File: src/design/lbp_pkg.sv
// Package for the LSB-first bit packer: field widths, codes, the controller
// state type and the command/status structs between controller and datapath.
// No dependencies.
package lbp_pkg;

  localparam int WORD_W  = 64;  // packed word width
  localparam int BP_W    = 6;   // bit position within a word
  localparam int LEN_W   = 7;   // put length field
  localparam int WIDTH_W = 10;  // align width field
  localparam int ADDR_W  = 12;  // result word address
  localparam int CFG_W   = 13;  // buffer_words register field
  localparam int GRP_W   = 4;   // word-group index bits used by wide aligns

  localparam int PDATA_W = 32;
  localparam int PADDR_W = 3;

  localparam int DEF_MAX_WORDS      = 4096;
  localparam int DEF_MAX_ALIGN_BITS = 512;

  // Steps of the bit-serial remainder unit: one per bit of the dividend.
  localparam int REM_STEPS = BP_W;

  // Operation codes.
  localparam logic OP_PUT   = 1'b0;
  localparam logic OP_ALIGN = 1'b1;

  // Register index, taken from paddr above the byte offset.
  localparam logic [PADDR_W-3:0] REG_BUFFER_WORDS = '0;

  typedef enum logic [2:0] {
    ST_IDLE,
    ST_START,
    ST_REM,
    ST_LEN,
    ST_STEP,
    ST_FINAL
  } state_t;

  typedef struct packed {
    logic load_item;
    logic rem_start;
    logic set_len;
    logic step;
    logic emit_final;
  } cmd_t;

  typedef struct packed {
    logic is_align;
    logic width_zero;
    logic rem_busy;
    logic step_end;
    logic fill;
    logic out_free;
    logic final_ok;
  } status_t;

endpackage

File: src/design/lbp_item_if.sv
// Input channel of the bit packer: valid/ready handshake plus one item.
// Depends on lbp_pkg.
interface lbp_item_if import lbp_pkg::*; ();
  logic                 valid;
  logic                 ready;
  logic                 operation;
  logic [WORD_W-1:0]    field_value;
  logic [LEN_W-1:0]     field_length;
  logic [WIDTH_W-1:0]   align_width;
  logic                 pad_with_ones;

  modport source (
    output valid, operation, field_value, field_length, align_width, pad_with_ones,
    input  ready
  );
  modport sink (
    input  valid, operation, field_value, field_length, align_width, pad_with_ones,
    output ready
  );
endinterface

File: src/design/lbp_result_if.sv
// Output channel of the bit packer: valid/ready handshake plus one word write.
// Depends on lbp_pkg.
interface lbp_result_if import lbp_pkg::*; ();
  logic                valid;
  logic                ready;
  logic [ADDR_W-1:0]   word_address;
  logic [WORD_W-1:0]   word_bits;
  logic                last_write;

  modport source (
    output valid, word_address, word_bits, last_write,
    input  ready
  );
  modport sink (
    input  valid, word_address, word_bits, last_write,
    output ready
  );
endinterface

File: src/design/lbp_rem.sv
// Bit-serial remainder unit: bit position modulo align width, one bit a cycle.
// Depends on lbp_pkg.
module lbp_rem import lbp_pkg::*; (
  input  logic               clk,
  input  logic               rst,
  input  logic               start,
  input  logic [BP_W-1:0]    dividend,
  input  logic [WIDTH_W-1:0] divisor,
  output logic               busy,
  output logic [BP_W-1:0]    remainder
);

  localparam int CNT_W = $clog2(REM_STEPS);

  logic [CNT_W-1:0]   cnt;
  logic [BP_W-1:0]    shift;
  logic [BP_W:0]      trial;
  logic [BP_W-1:0]    rem_next;

  // The partial remainder never exceeds the dividend prefix, so it fits BP_W bits.
  always_comb begin
    trial = {remainder, shift[BP_W-1]};
    if ({{(WIDTH_W-BP_W-1){1'b0}}, trial} >= divisor) begin
      rem_next = BP_W'({{(WIDTH_W-BP_W-1){1'b0}}, trial} - divisor);
    end else begin
      rem_next = trial[BP_W-1:0];
    end
  end

  always_ff @(posedge clk) begin
    if (rst) begin
      busy <= 1'b0;
      cnt  <= '0;
    end else if (start) begin
      busy <= 1'b1;
      cnt  <= CNT_W'(REM_STEPS - 1);
    end else if (busy) begin
      cnt <= cnt - 1'b1;
      if (cnt == '0) begin
        busy <= 1'b0;
      end
    end
  end

  always_ff @(posedge clk) begin
    if (start) begin
      shift     <= dividend;
      remainder <= '0;
    end else if (busy) begin
      shift     <= shift << 1;
      remainder <= rem_next;
    end
  end

endmodule

File: src/design/lbp_datapath.sv
// Datapath of the bit packer: stream state, item registers, the shared
// insert step, align length computation and the result register.
// Depends on lbp_pkg and lbp_rem.
module lbp_datapath import lbp_pkg::*; #(
  parameter int MAX_WORDS      = DEF_MAX_WORDS,
  parameter int MAX_ALIGN_BITS = DEF_MAX_ALIGN_BITS,
  parameter int BUF_W          = CFG_W
) (
  input  logic               clk,
  input  logic               rst,
  input  cmd_t               cmd,
  output status_t            status,
  input  logic [BUF_W-1:0]   buffer_words,
  input  logic               in_operation,
  input  logic [WORD_W-1:0]  in_field_value,
  input  logic [LEN_W-1:0]   in_field_length,
  input  logic [WIDTH_W-1:0] in_align_width,
  input  logic               in_pad_with_ones,
  input  logic               out_ready,
  output logic               out_valid,
  output logic [ADDR_W-1:0]  out_word_address,
  output logic [WORD_W-1:0]  out_word_bits,
  output logic               out_last_write
);

  localparam logic [BUF_W-1:0]   MAX_WORDS_V = BUF_W'(MAX_WORDS);
  localparam logic [WIDTH_W-1:0] ALIGN_CAP   =
    (MAX_ALIGN_BITS > (2**WIDTH_W - 1)) ? {WIDTH_W{1'b1}} : WIDTH_W'(MAX_ALIGN_BITS);
  localparam logic [LEN_W-1:0]   WORD_LEN    = LEN_W'(WORD_W);

  // Stream state.
  logic [BUF_W-1:0]   word_position;
  logic [BP_W-1:0]    bit_position;
  logic [WORD_W-1:0]  partial_word;

  // Item registers.
  logic               is_align;
  logic [WORD_W-1:0]  value;
  logic               pad;
  logic [WIDTH_W-1:0] width;
  logic [WIDTH_W-1:0] remaining;
  logic               executed;

  logic [BUF_W-1:0]   lim;
  logic [BP_W-1:0]    rem;
  logic               rem_busy;

  logic [LEN_W-1:0]   put_len;
  logic [WIDTH_W-1:0] width_clamped;
  logic [GRP_W-1:0]   grp_mask;
  logic [WIDTH_W-1:0] offset;
  logic [WIDTH_W-1:0] diff;
  logic [WIDTH_W-1:0] align_len;

  logic [LEN_W-1:0]   to_end;
  logic [LEN_W-1:0]   chunk_span;
  logic [LEN_W-1:0]   slen;
  logic [WORD_W-1:0]  raw;
  logic [WORD_W-1:0]  len_mask;
  logic [WORD_W-1:0]  v;
  logic [WORD_W-1:0]  merged;
  logic [WORD_W-1:0]  overflow;
  logic [LEN_W-1:0]   sum;
  logic               fill;
  logic               last_full;

  lbp_rem u_rem (
    .clk       (clk),
    .rst       (rst),
    .start     (cmd.rem_start),
    .dividend  (bit_position),
    .divisor   (width),
    .busy      (rem_busy),
    .remainder (rem)
  );

  assign lim = (buffer_words > MAX_WORDS_V) ? MAX_WORDS_V : buffer_words;

  // Item capture: lengths above a word count as a word, wide aligns are capped.
  assign put_len       = (in_field_length > WORD_LEN) ? WORD_LEN : in_field_length;
  assign width_clamped = (in_align_width > ALIGN_CAP) ? ALIGN_CAP : in_align_width;

  // Align length. For widths of a word or more, the offset counts whole words
  // inside the group; the group mask is the word count of the width less one.
  always_comb begin
    grp_mask = width[WIDTH_W-1:BP_W] - 1'b1;
    if (width >= WIDTH_W'(WORD_W)) begin
      offset = {word_position[GRP_W-1:0] & grp_mask, {BP_W{1'b0}}};
    end else begin
      offset = '0;
    end
    diff      = width - offset - {{(WIDTH_W-BP_W){1'b0}}, rem};
    align_len = (diff == width) ? '0 : diff;
  end

  // One insert step. A put goes in whole; padding goes in as many 8-bit chunks
  // as reach or cross the end of the current word, so a step never passes
  // more than one word boundary and the buffer end is seen chunk by chunk.
  always_comb begin
    to_end     = WORD_LEN - {1'b0, bit_position};
    chunk_span = (to_end + LEN_W'(7)) & ~LEN_W'(7);
    if (!is_align) begin
      slen = remaining[LEN_W-1:0];
    end else if (remaining < {{(WIDTH_W-LEN_W){1'b0}}, chunk_span}) begin
      slen = remaining[LEN_W-1:0];
    end else begin
      slen = chunk_span;
    end
    raw      = is_align ? {WORD_W{pad}} : value;
    len_mask = slen[LEN_W-1] ? {WORD_W{1'b1}} : ~({WORD_W{1'b1}} << slen[BP_W-1:0]);
    v        = raw & len_mask;
    merged   = partial_word | (v << bit_position);
    sum      = {1'b0, bit_position} + slen;
    fill     = sum[LEN_W-1];
    overflow = (bit_position == '0) ? '0 : (v >> (WORD_LEN - {1'b0, bit_position}));
    last_full = ((word_position + 1'b1) >= lim);
  end

  always_comb begin
    status.is_align   = is_align;
    status.width_zero = (width == '0);
    status.rem_busy   = rem_busy;
    status.step_end   = (remaining == '0) || (word_position >= lim);
    status.fill       = fill;
    status.out_free   = !out_valid || out_ready;
    status.final_ok   = executed && (word_position < lim);
  end

  always_ff @(posedge clk) begin
    if (rst) begin
      word_position <= '0;
      bit_position  <= '0;
      partial_word  <= '0;
      remaining     <= '0;
      executed      <= 1'b0;
      out_valid     <= 1'b0;
    end else begin
      if (cmd.load_item) begin
        remaining <= (in_operation == OP_ALIGN) ? '0
                   : {{(WIDTH_W-LEN_W){1'b0}}, put_len};
        executed  <= 1'b0;
      end else if (cmd.set_len) begin
        remaining <= align_len;
      end else if (cmd.step) begin
        remaining    <= remaining - {{(WIDTH_W-LEN_W){1'b0}}, slen};
        executed     <= 1'b1;
        bit_position <= sum[BP_W-1:0];
        partial_word <= fill ? overflow : merged;
        if (fill) begin
          word_position <= word_position + 1'b1;
        end
      end

      if ((cmd.step && fill) || cmd.emit_final) begin
        out_valid <= 1'b1;
      end else if (out_ready) begin
        out_valid <= 1'b0;
      end
    end
  end

  always_ff @(posedge clk) begin
    if (cmd.load_item) begin
      is_align <= (in_operation == OP_ALIGN);
      value    <= in_field_value;
      pad      <= in_pad_with_ones;
      width    <= width_clamped;
    end
    if (cmd.step && fill) begin
      out_word_address <= word_position[ADDR_W-1:0];
      out_word_bits    <= merged;
      out_last_write   <= last_full;
    end else if (cmd.emit_final) begin
      out_word_address <= word_position[ADDR_W-1:0];
      out_word_bits    <= partial_word;
      out_last_write   <= 1'b1;
    end
  end

endmodule

File: src/design/lbp_ctrl.sv
// Controller of the bit packer: sequences item capture, the align length
// computation, insert steps and the final partial-word transaction.
// Depends on lbp_pkg.
module lbp_ctrl import lbp_pkg::*; (
  input  logic    clk,
  input  logic    rst,
  input  logic    item_valid,
  output logic    item_ready,
  input  status_t status,
  output cmd_t    cmd
);

  state_t state;
  state_t state_next;

  always_ff @(posedge clk) begin
    if (rst) begin
      state <= ST_IDLE;
    end else begin
      state <= state_next;
    end
  end

  always_comb begin
    state_next = state;
    item_ready = 1'b0;
    cmd        = '0;
    case (state)
      ST_IDLE: begin
        item_ready    = 1'b1;
        cmd.load_item = item_valid;
        if (item_valid) begin
          state_next = ST_START;
        end
      end
      ST_START: begin
        if (!status.is_align) begin
          state_next = ST_STEP;
        end else if (status.width_zero) begin
          state_next = ST_IDLE;
        end else begin
          cmd.rem_start = 1'b1;
          state_next    = ST_REM;
        end
      end
      ST_REM: begin
        if (!status.rem_busy) begin
          state_next = ST_LEN;
        end
      end
      ST_LEN: begin
        cmd.set_len = 1'b1;
        state_next  = ST_STEP;
      end
      ST_STEP: begin
        if (status.step_end) begin
          state_next = status.final_ok ? ST_FINAL : ST_IDLE;
        end else if (!status.fill || status.out_free) begin
          cmd.step = 1'b1;
        end
      end
      ST_FINAL: begin
        if (status.out_free) begin
          cmd.emit_final = 1'b1;
          state_next     = ST_IDLE;
        end
      end
      default: begin
        state_next = ST_IDLE;
      end
    endcase
  end

endmodule

File: src/design/lsb_first_bit_packer_top.sv
// Top level of the LSB-first bit packer: channels, configuration register and
// the controller/datapath pair. Depends on lbp_pkg, lbp_item_if,
// lbp_result_if, lbp_ctrl and lbp_datapath.
//
// The block appends put fields least-significant bit first to a stream of
// 64-bit words and pads the stream with zeros or ones on an align item. Each
// item yields one result transaction per word it writes: every word it fills,
// carrying the full word, and then the current partial word, with last_write
// set on the final one. Nothing is written at or beyond buffer_words (capped
// at MAX_WORDS); once the stream reaches that point, puts and padding are
// dropped. Items are handled one at a time. A put of nonzero length goes from
// acceptance to the next ready through capture, start, insert, end check and
// final result; a put that fills the last word of the buffer has no final
// result, and an empty or dropped put has neither insert nor final result. An
// align of nonzero width goes through capture, start, a bit-serial remainder
// unit (six shift steps that reduce the bit position by the align width, and
// one in which it reports done), length, one insert step for each word its
// padding lands in, end check and final result. The padding goes in through
// the shared insert step, at most one word per cycle; an align whose padding
// reaches the buffer end has no final result. An align of zero width returns
// to idle after start, and one with nothing to pad, or with no room left in
// the buffer, has no insert step and no final result. A filled word that finds
// the result register still occupied holds the insert step until the sink
// takes the earlier transaction, and the final result waits the same way; a
// new item is accepted while the last result still waits.
// buffer_words sits at APB byte address 0 and should only be written while
// the block is idle; it resets to MAX_WORDS.
module lsb_first_bit_packer_top import lbp_pkg::*; #(
  parameter int MAX_WORDS      = DEF_MAX_WORDS,
  parameter int MAX_ALIGN_BITS = DEF_MAX_ALIGN_BITS
) (
  input  logic               clk,
  input  logic               rst,
  lbp_item_if.sink           item,
  lbp_result_if.source       result,
  input  logic               psel,
  input  logic               penable,
  input  logic               pwrite,
  input  logic [PADDR_W-1:0] paddr,
  input  logic [PDATA_W-1:0] pwdata,
  output logic [PDATA_W-1:0] prdata,
  output logic               pready
);

  // The register must hold MAX_WORDS itself as its reset value.
  localparam int BUF_W = ($clog2(MAX_WORDS + 1) > CFG_W) ? $clog2(MAX_WORDS + 1) : CFG_W;

  logic [BUF_W-1:0] buffer_words;
  logic             reg_hit;
  cmd_t             cmd;
  status_t          status;

  // Configuration port. Writes complete in the access phase; reads are
  // returned combinationally from the register.
  assign pready  = 1'b1;
  assign reg_hit = (paddr[PADDR_W-1:2] == REG_BUFFER_WORDS);
  assign prdata  = reg_hit ? PDATA_W'(buffer_words) : '0;

  always_ff @(posedge clk) begin
    if (rst) begin
      buffer_words <= BUF_W'(MAX_WORDS);
    end else if (psel && penable && pwrite && pready && reg_hit) begin
      buffer_words <= BUF_W'(pwdata[CFG_W-1:0]);
    end
  end

  lbp_ctrl u_ctrl (
    .clk        (clk),
    .rst        (rst),
    .item_valid (item.valid),
    .item_ready (item.ready),
    .status     (status),
    .cmd        (cmd)
  );

  lbp_datapath #(
    .MAX_WORDS      (MAX_WORDS),
    .MAX_ALIGN_BITS (MAX_ALIGN_BITS),
    .BUF_W          (BUF_W)
  ) u_datapath (
    .clk              (clk),
    .rst              (rst),
    .cmd              (cmd),
    .status           (status),
    .buffer_words     (buffer_words),
    .in_operation     (item.operation),
    .in_field_value   (item.field_value),
    .in_field_length  (item.field_length),
    .in_align_width   (item.align_width),
    .in_pad_with_ones (item.pad_with_ones),
    .out_ready        (result.ready),
    .out_valid        (result.valid),
    .out_word_address (result.word_address),
    .out_word_bits    (result.word_bits),
    .out_last_write   (result.last_write)
  );

endmodule

File: src/flat_wrapper.sv
// flat-port wrapper written by rule: the top's interface ports become plain ports
module lsb_first_bit_packer_top_flat import lbp_pkg::*;
#(
  parameter int MAX_WORDS      = DEF_MAX_WORDS,
  parameter int MAX_ALIGN_BITS = DEF_MAX_ALIGN_BITS
)
  (clk, rst, psel, penable, pwrite, paddr, pwdata, prdata, pready, item_valid, item_operation, item_field_value, item_field_length, item_align_width, item_pad_with_ones, item_ready, result_valid, result_word_address, result_word_bits, result_last_write, result_ready);
  lbp_item_if item_i ();
  lbp_result_if result_i ();
  input  logic clk;
  input  logic rst;
  input  logic psel;
  input  logic penable;
  input  logic pwrite;
  input  logic [PADDR_W-1:0] paddr;
  input  logic [PDATA_W-1:0] pwdata;
  output logic [PDATA_W-1:0] prdata;
  output logic pready;
  input wire logic [$bits(item_i.valid)-1:0] item_valid;
  input wire logic [$bits(item_i.operation)-1:0] item_operation;
  input wire logic [$bits(item_i.field_value)-1:0] item_field_value;
  input wire logic [$bits(item_i.field_length)-1:0] item_field_length;
  input wire logic [$bits(item_i.align_width)-1:0] item_align_width;
  input wire logic [$bits(item_i.pad_with_ones)-1:0] item_pad_with_ones;
  output wire logic [$bits(item_i.ready)-1:0] item_ready;
  output wire logic [$bits(result_i.valid)-1:0] result_valid;
  output wire logic [$bits(result_i.word_address)-1:0] result_word_address;
  output wire logic [$bits(result_i.word_bits)-1:0] result_word_bits;
  output wire logic [$bits(result_i.last_write)-1:0] result_last_write;
  input wire logic [$bits(result_i.ready)-1:0] result_ready;
  assign item_i.valid = item_valid;
  assign item_i.operation = item_operation;
  assign item_i.field_value = item_field_value;
  assign item_i.field_length = item_field_length;
  assign item_i.align_width = item_align_width;
  assign item_i.pad_with_ones = item_pad_with_ones;
  assign item_ready = item_i.ready;
  assign result_valid = result_i.valid;
  assign result_word_address = result_i.word_address;
  assign result_word_bits = result_i.word_bits;
  assign result_last_write = result_i.last_write;
  assign result_i.ready = result_ready;
  lsb_first_bit_packer_top #(.MAX_WORDS(MAX_WORDS), .MAX_ALIGN_BITS(MAX_ALIGN_BITS)) u_core (.clk(clk), .rst(rst), .item(item_i), .result(result_i), .psel(psel), .penable(penable), .pwrite(pwrite), .paddr(paddr), .pwdata(pwdata), .prdata(prdata), .pready(pready));
endmodule
File: config.mk
export PLATFORM = sky130hd
export DESIGN_NAME = lsb_first_bit_packer_top_flat
export DESIGN_NICKNAME = d
export VERILOG_FILES = /design/src/design/lbp_pkg.sv /design/src/design/lbp_item_if.sv /design/src/design/lbp_result_if.sv /design/src/design/lbp_rem.sv /design/src/design/lbp_datapath.sv /design/src/design/lbp_ctrl.sv /design/src/design/lsb_first_bit_packer_top.sv /design/src/flat_wrapper.sv
export SDC_FILE = /design/constraint.sdc
export NUM_CORES = 1
export LEC_CHECK = 0
export ABC_AREA = 1
export BUFFER_PORTS_ARGS = -buffer_cell sky130_fd_sc_hd__clkbuf_2
export CAP_MARGIN = 30
export CORE_AREA = 2 2 284 286
export DETAILED_ROUTE_END_ITERATION = 16
export DIE_AREA = 0 0 286 288
export GPL_ROUTABILITY_DRIVEN = 0
export PLACE_DENSITY_LB_ADDON = 0.12
export RECOVER_POWER = 100
export SETUP_SLACK_MARGIN = 0.02
export SYNTH_ARGS = -nofsm -noshare
export SYNTH_HDL_FRONTEND = slang
export SYNTH_SLANG_ARGS = --single-unit
File: constraint.sdc
create_clock -name clk -period 10.4 [get_ports clk]
set_clock_uncertainty 0.15 [all_clocks]
set_input_delay 2.08 -clock clk [delete_from_list [all_inputs] [get_ports clk]]
set_output_delay 2.08 -clock clk [all_outputs]
set_load 0.01 [all_outputs]
# ---- Yosys cells after proc, flatten, opt, wreduce, memory -nomap -nowiden
# Cells that the tools add are included.
dict set report totals {
  latch_bits 0
  mem_count 0
  mem_bits_rw 0
  reg_bits 280
  rom_bits 0
  inputBits 125
  output_inout_bits 112
}
dict set report classes {
  div 0
  n_lt_le_gt_ge 9
  mul 0
  shifts 3
  n_bitwise 7
  muxes 50
  reduce_logical 26
  n_eq_ne 10
  addsub 10
}
# op n
set ops {}
lappend ops {{64-bit two-way mux} 6}
lappend ops {{64-bit bitwise AND} 1}
lappend ops {{64-bit NOT} 1}
lappend ops {{64-bit bitwise OR} 1}
lappend ops {{64-bit by 6-bit << shifter with 64-bit output} 1}
lappend ops {{64-bit by 6-bit << shifter with 64-bit output, first input constant} 1}
lappend ops {{64-bit by 7-bit right shift with 64-bit output} 1}
lappend ops {{10-bit two-way mux} 5}
lappend ops {{7-bit two-way mux} 4}
lappend ops {{13-bit greater-or-equal comparator} 2}
lappend ops {{13-bit two-way mux} 2}
lappend ops {{12-bit two-way mux} 2}
lappend ops {{3-bit two-way mux} 8}
lappend ops {{10-bit logical NOT} 2}
lappend ops {{1-bit two-way mux} 18}
lappend ops {{6-bit two-way mux} 3}
lappend ops {{3-bit case mux with 6 select lines} 1}
lappend ops {{13-bit by 1-bit adder with 13-bit output, second input constant} 1}
lappend ops {{13-bit > comparator, second input constant} 1}
lappend ops {{13-bit < comparator} 1}
lappend ops {{10-bit equality test} 1}
lappend ops {{10-bit by 7-bit greater-or-equal comparator with 1-bit output, second input constant} 1}
lappend ops {{7-bit by 10-bit greater-or-equal comparator with 1-bit output} 1}
lappend ops {{10-bit > comparator, second input constant} 1}
lappend ops {{other kinds (30)} 49}

# ---- Depth between registers and ports, before layout
dict set report depth {
  word_depth 14
  depth_mapped 41
  ltp_nobuf 34
}

# ---- Modules after synthesis
# A second synthesis with hierarchy kept.
dict set report hier_totals {
  cells_unflattened 3668
  hier_area_um2 23486.3
}
# module n_inst area_per_inst_um2 seq_area_each_um2 cells_each
set by_module_without_submodules {}
lappend by_module_without_submodules {lbp_datapath 1 21301.7 6496.2 3335}
lappend by_module_without_submodules {lbp_rem 1 1116.1 380.4 155}
lappend by_module_without_submodules {lsb_first_bit_packer_top 1 839.6 260.2 137}
lappend by_module_without_submodules {lbp_ctrl 1 229.0 60.1 41}

# ---- Least setup slack after synthesis
# Ideal clock, no wire load.
dict set report synth_timing {
  path_kind {register -> register}
  startpoint {reg u_core.u_datapath.bit_position[0]}
  endpoint {reg u_core.u_datapath.out_last_write, enable pin}
  required_ns 9.042
  n_path_buf 8
  setup_ns 1.208
  path_slack_ns 1.692
  period_less_slack_ns 8.708
  arrival_time_ns 7.350
  path_stages_with_launch 39
  path_cell_list {dfxtp_1 -> buf_2 -> inv_4 -> buf_4 -> buf_2 -> buf_1 -> ha_1 -> nand2_1 -> nand2_1 -> nand2_1 -> buf_6 -> o31ai_1 -> inv_1 -> ha_1 -> nand2_1 -> inv_1 -> nand2_1 -> inv_1 -> [3 not listed] -> buf_8 -> buf_6 -> nand2_1 -> inv_1 -> ha_1 -> inv_1 -> fa_1 -> o21ai_0 -> nand2_1 -> nand2_1 -> a21oi_1 -> xor2_2 -> nand2_1 -> nand2_1 -> inv_2 -> nand2_1 -> buf_2 -> o21ai_0}
}
dict set report synth_between {
  elab_chain_len 13
}
# element line_no
set synth_rtl {}
lappend synth_rtl {{from (decl)} lbp_datapath.sv:33} ;# logic [BP_W-1:0] bit_position;
lappend synth_rtl {{from (signal assigned)} lbp_datapath.sv:147} ;# bit_position <= sum[BP_W-1:0];
lappend synth_rtl {{7-bit by 6-bit subtractor with 7-bit output} lbp_datapath.sv:100} ;# to_end = WORD_LEN - {1'b0, bit_position};
lappend synth_rtl {{7-bit by 3-bit adder with 7-bit output} lbp_datapath.sv:101} ;# chunk_span = (to_end + LEN_W'(7)) & ~LEN_W'(7);
lappend synth_rtl {{10-bit by 7-bit < comparator with 1-bit output} lbp_datapath.sv:104} ;# end else if (remaining < {{(WIDTH_W-LEN_W){1'b0}}, chunk_span}) begin
lappend synth_rtl {{7-bit two-way mux} lbp_datapath.sv:104}
lappend synth_rtl {{7-bit two-way mux} lbp_datapath.sv:102} ;# if (!is_align) begin
lappend synth_rtl {{6-bit by 7-bit adder with 7-bit output *} lbp_datapath.sv:113} ;# sum = {1'b0, bit_position} + slen;
lappend synth_rtl {{1-bit logical NOT} lbp_ctrl.sv:58} ;# end else if (!status.fill || status.out_free) begin
lappend synth_rtl {{1-bit logical OR} lbp_ctrl.sv:58}
lappend synth_rtl {{1-bit two-way mux} lbp_ctrl.sv:58}
lappend synth_rtl {{1-bit two-way mux} lbp_ctrl.sv:56} ;# if (status.step_end) begin
lappend synth_rtl {{1-bit two-way mux} lbp_ctrl.sv:28} ;# case (state)
lappend synth_rtl {{1-bit logical AND *} lbp_datapath.sv:169} ;# if (cmd.step && fill) begin
lappend synth_rtl {{2-bit nonzero test (no source line) *} -}
lappend synth_rtl {{to (signal assigned)} lbp_datapath.sv:172} ;# out_last_write <= last_full;
lappend synth_rtl {{to (decl)} lbp_datapath.sv:23} ;# output logic out_last_write
# Mark *: on every way between the ends. The rest lies on a longest branch, timed or not.
# A chain may end at the register's enable or synchronous reset.

# ---- Worst setup path in the final report
dict set report layout_timing {
  startpoint {reg u_core.u_datapath.bit_position[0]}
  endpoint {reg u_core.u_datapath.out_word_bits[49], data pin}
}
dict set report layout_between {
  elab_chain_len 13
}
# element line_no
set layout_rtl {}
lappend layout_rtl {{branches (longest 12 deep; another with 10-bit by 7-bit < comparator with 1-bit output)} -}
lappend layout_rtl {{64-bit two-way mux *} lbp_datapath.sv:169}
lappend layout_rtl {{to (signal assigned)} lbp_datapath.sv:171} ;# out_word_bits <= merged;
lappend layout_rtl {{to (signal assigned)} lbp_datapath.sv:175} ;# out_word_bits <= partial_word;
lappend layout_rtl {{to (decl)} lbp_datapath.sv:22} ;# output logic [WORD_W-1:0] out_word_bits,
# Every way passes the cells marked *.

==> flow_summary.ini <==
[run_status]
status = finished with violations
failed_checks = max-capacitance violations, max-slew violations

[yosys]
synth_cell_type_count = 56
ys_ff_latch = 280
seq_area_frac_synth_pct = 30.5
syn_area_per_cell_um2 = 6.49
syn-instance-count = 3637
yosysWarnings = 0
synthesis.area_um2 = 23600

[setup_path]
startpoint_type = register
cp_top_family = buffers and inverters
cp.arrival_ns = 9.01
crit_buf_inv = 10
cp-end-kind = register
crit_top_cell = nand2_1
cp_max_fo = 79
critical_path_class = reg -> reg
max_stage_delay_ns = 0.80
critPathLaunch = u_core.u_datapath.bit_position[0]
required_ns = 10.56
slowest_stage = buf_4
r2r-start = u_core.u_datapath.bit_position[0]

[timing]
slew_headroom_pct = -121
grt_setup_unrepaired = no
setup_viol = 0
finalHoldViolCount = 0
setup_tns_ns = 0
hold_slack_ns = 0.330
fin_crit_ns = 8.85
final_max_slew_viol_count = 61
fin_ws_ns = 1.55
tightest_slew_ns = 3.32
fmaxAchievable_mhz = 113
finalCritPeriodShare_pct = 85.1

[global_routing]
track_usage_pct = 25.3
first_global_vias = 24316
grt_max_degree = 97
antenna_found_initial = 0
overflow = 0
grt_pass1_wl_mm = 157

[cells_and_area]
final_core_util_pct = 32.8
area_growth_pct = 10.8
final_common_cell = nand3_1
drive_gt1_share_pct = 7.25
diodes = 0
instances_no_fill = 4759
final_cell_mix = 1006 x nand3_1, 990 x nand2_1, 235 x inv_1, 189 x o21ai_0, 185 x a21oi_1
final_area_um2 = 26100
fin_nets = 3871

[floorplanning]
io_pins = 237
core_area_um2 = 79600
initial_core_util_pct = 29.6
chipHeight_um = 288
die_area_um2 = 82400
std_cell_rows = 104
die_w_um = 286

[routing]
post_drt_via_cell_ratio = 5.43
drc_errors = 0
wirelength_mm = 106
dr.pass1.iters = 6
drtIter0Drc = 2767
vias = 25830
wire_per_inst_um = 22.3
drt.antenna.violating_nets = 0

[clock_tree]
clock_sinks = 280
clkTransAtPathRegs_ns = 0.06
post_cts_resized = 0
htree_levels = 2
cts_buffers = 38
cts_tree = built
clock_latency_ns = 0.57
cts_root_buf = clkbuf_16
clockBufferDepth = 3
cts_setup_buffers = 0
ctsHoldBuffers = 0

[pwr]
p_per_area_nw_per_um2 = 392
p_total_mw = 10.2
ir_drop_v = 0.000230
p_leak_nw = 11.7

[min_path]
hp-class = reg -> reg
hold_start = u_core.u_datapath.partial_word[14]

[placed_design]
place_ws_ns = 2.22
dp_hpwl_mm = 80.6
place_inst = 4690
place_area_um2 = 25000
port_buffers = 195

[run]
max-cap-violations = 1
[worst paths after layout]
path	endpoint	slack, ns	depth (start not counted)
max reg2reg	u_core.u_datapath.out_word_bits[49]	1.55	32
max	u_core.u_datapath.out_word_bits[49]	1.55	32
min reg2reg	u_core.u_datapath.partial_word[14]	0.33	2
min	u_core.u_datapath.partial_word[14]	0.33	2
[final cells by class]
cell class	count	area, um2
inverters	251	947
fillers	8995	53500
clock buffers	51	1050
flip-flops and latches	280	7210
well taps	1060	1330
multi-input cells	2867	14300
repair buffers	232	1120
clock inverters	18	221
[cell usage after synthesis, drive strengths merged]
cell type  number  area (um2)
o21a           27         203
o21ai         201        1010
nand3        1018        5150
a31oi           5        31.3
nor4            6        37.5
o2111ai         3        26.3
o21bai          7        52.6
conb            2        7.51
dfxtp         121        2420
a32oi           1        8.76
o22ai           8        50.1
nand3b          4        30.0
a2111oi         2        17.5
or2             6        37.5
and3            1        6.26
o211ai          7        52.6
fa              4        80.1
clkbuf         97         364
o41ai           1        8.76
a41oi           1        8.76
nor2          138         664
and2            4        25.0
a21oi         186         935
xor2           28         253
edfxtp        159        4770
a311oi          1        8.76
ha             72         901
clkinv          3        11.3
xnor2           7        61.3
inv           248         936
o31ai           2        15.0
nand4          49         325
nand2        1025        3990
a221oi          6        52.6
buf           160         891
a211oi          6        45.0
o311ai          2        17.5
nor3           19        95.1
[cell families after synthesis]
group / share of synthesized area [%]
adder cells (fa/ha/maj): 4.16
other: 0.0318
buffers and inverters: 9.33
XOR/XNOR: 1.33
AO/OA/AOI/OAI: 10.8
flip-flops: 30.5
AND/OR/NAND/NOR: 43.9
[worst register-to-register path: cells and delay by family, from the launching register on]
family	cells	cell delay (ns)
adders and majority gates	1	0.36
buffers and inverters	10	3.87
xor gates and xnor gates	1	0.46
and+or+nand+nor	17	2.50
DFF	1	0.53
AOI/OAI and AO/OA	3	0.73
[layer usage]
metal  up-vias  wire [um]  track usage (%)
li1      12462          -                -
met3       209       7130             3.56
met4         0       6410             13.7
met1     12094      45300             33.1
met5         -          0                0
met2      1065      47300             40.1
[registers in the layout, indices dropped and copies added (netlist names), 6 cells and up]
name	flops
u_core.u_datapath.out_word_bits	64
u_core.u_datapath.partial_word	64
u_core.u_datapath.value	64
u_core.buffer_words	13
u_core.u_datapath.word_position	13
u_core.u_datapath.out_word_address	12
u_core.u_datapath.remaining	10
u_core.u_datapath.width	10
u_core.u_datapath.bit_position	6
u_core.u_datapath.u_rem.remainder	6
u_core.u_datapath.u_rem.shift	6
[power by group]
group / leakage [nW] / switching [mW] / internal [mW]
Clock: 0.608 / 0.543 / 0.815
Sequential: 2.48 / 0.129 / 1.37
Combinational: 8.66 / 5.55 / 1.84
Power figures use the tool's default switching activity.
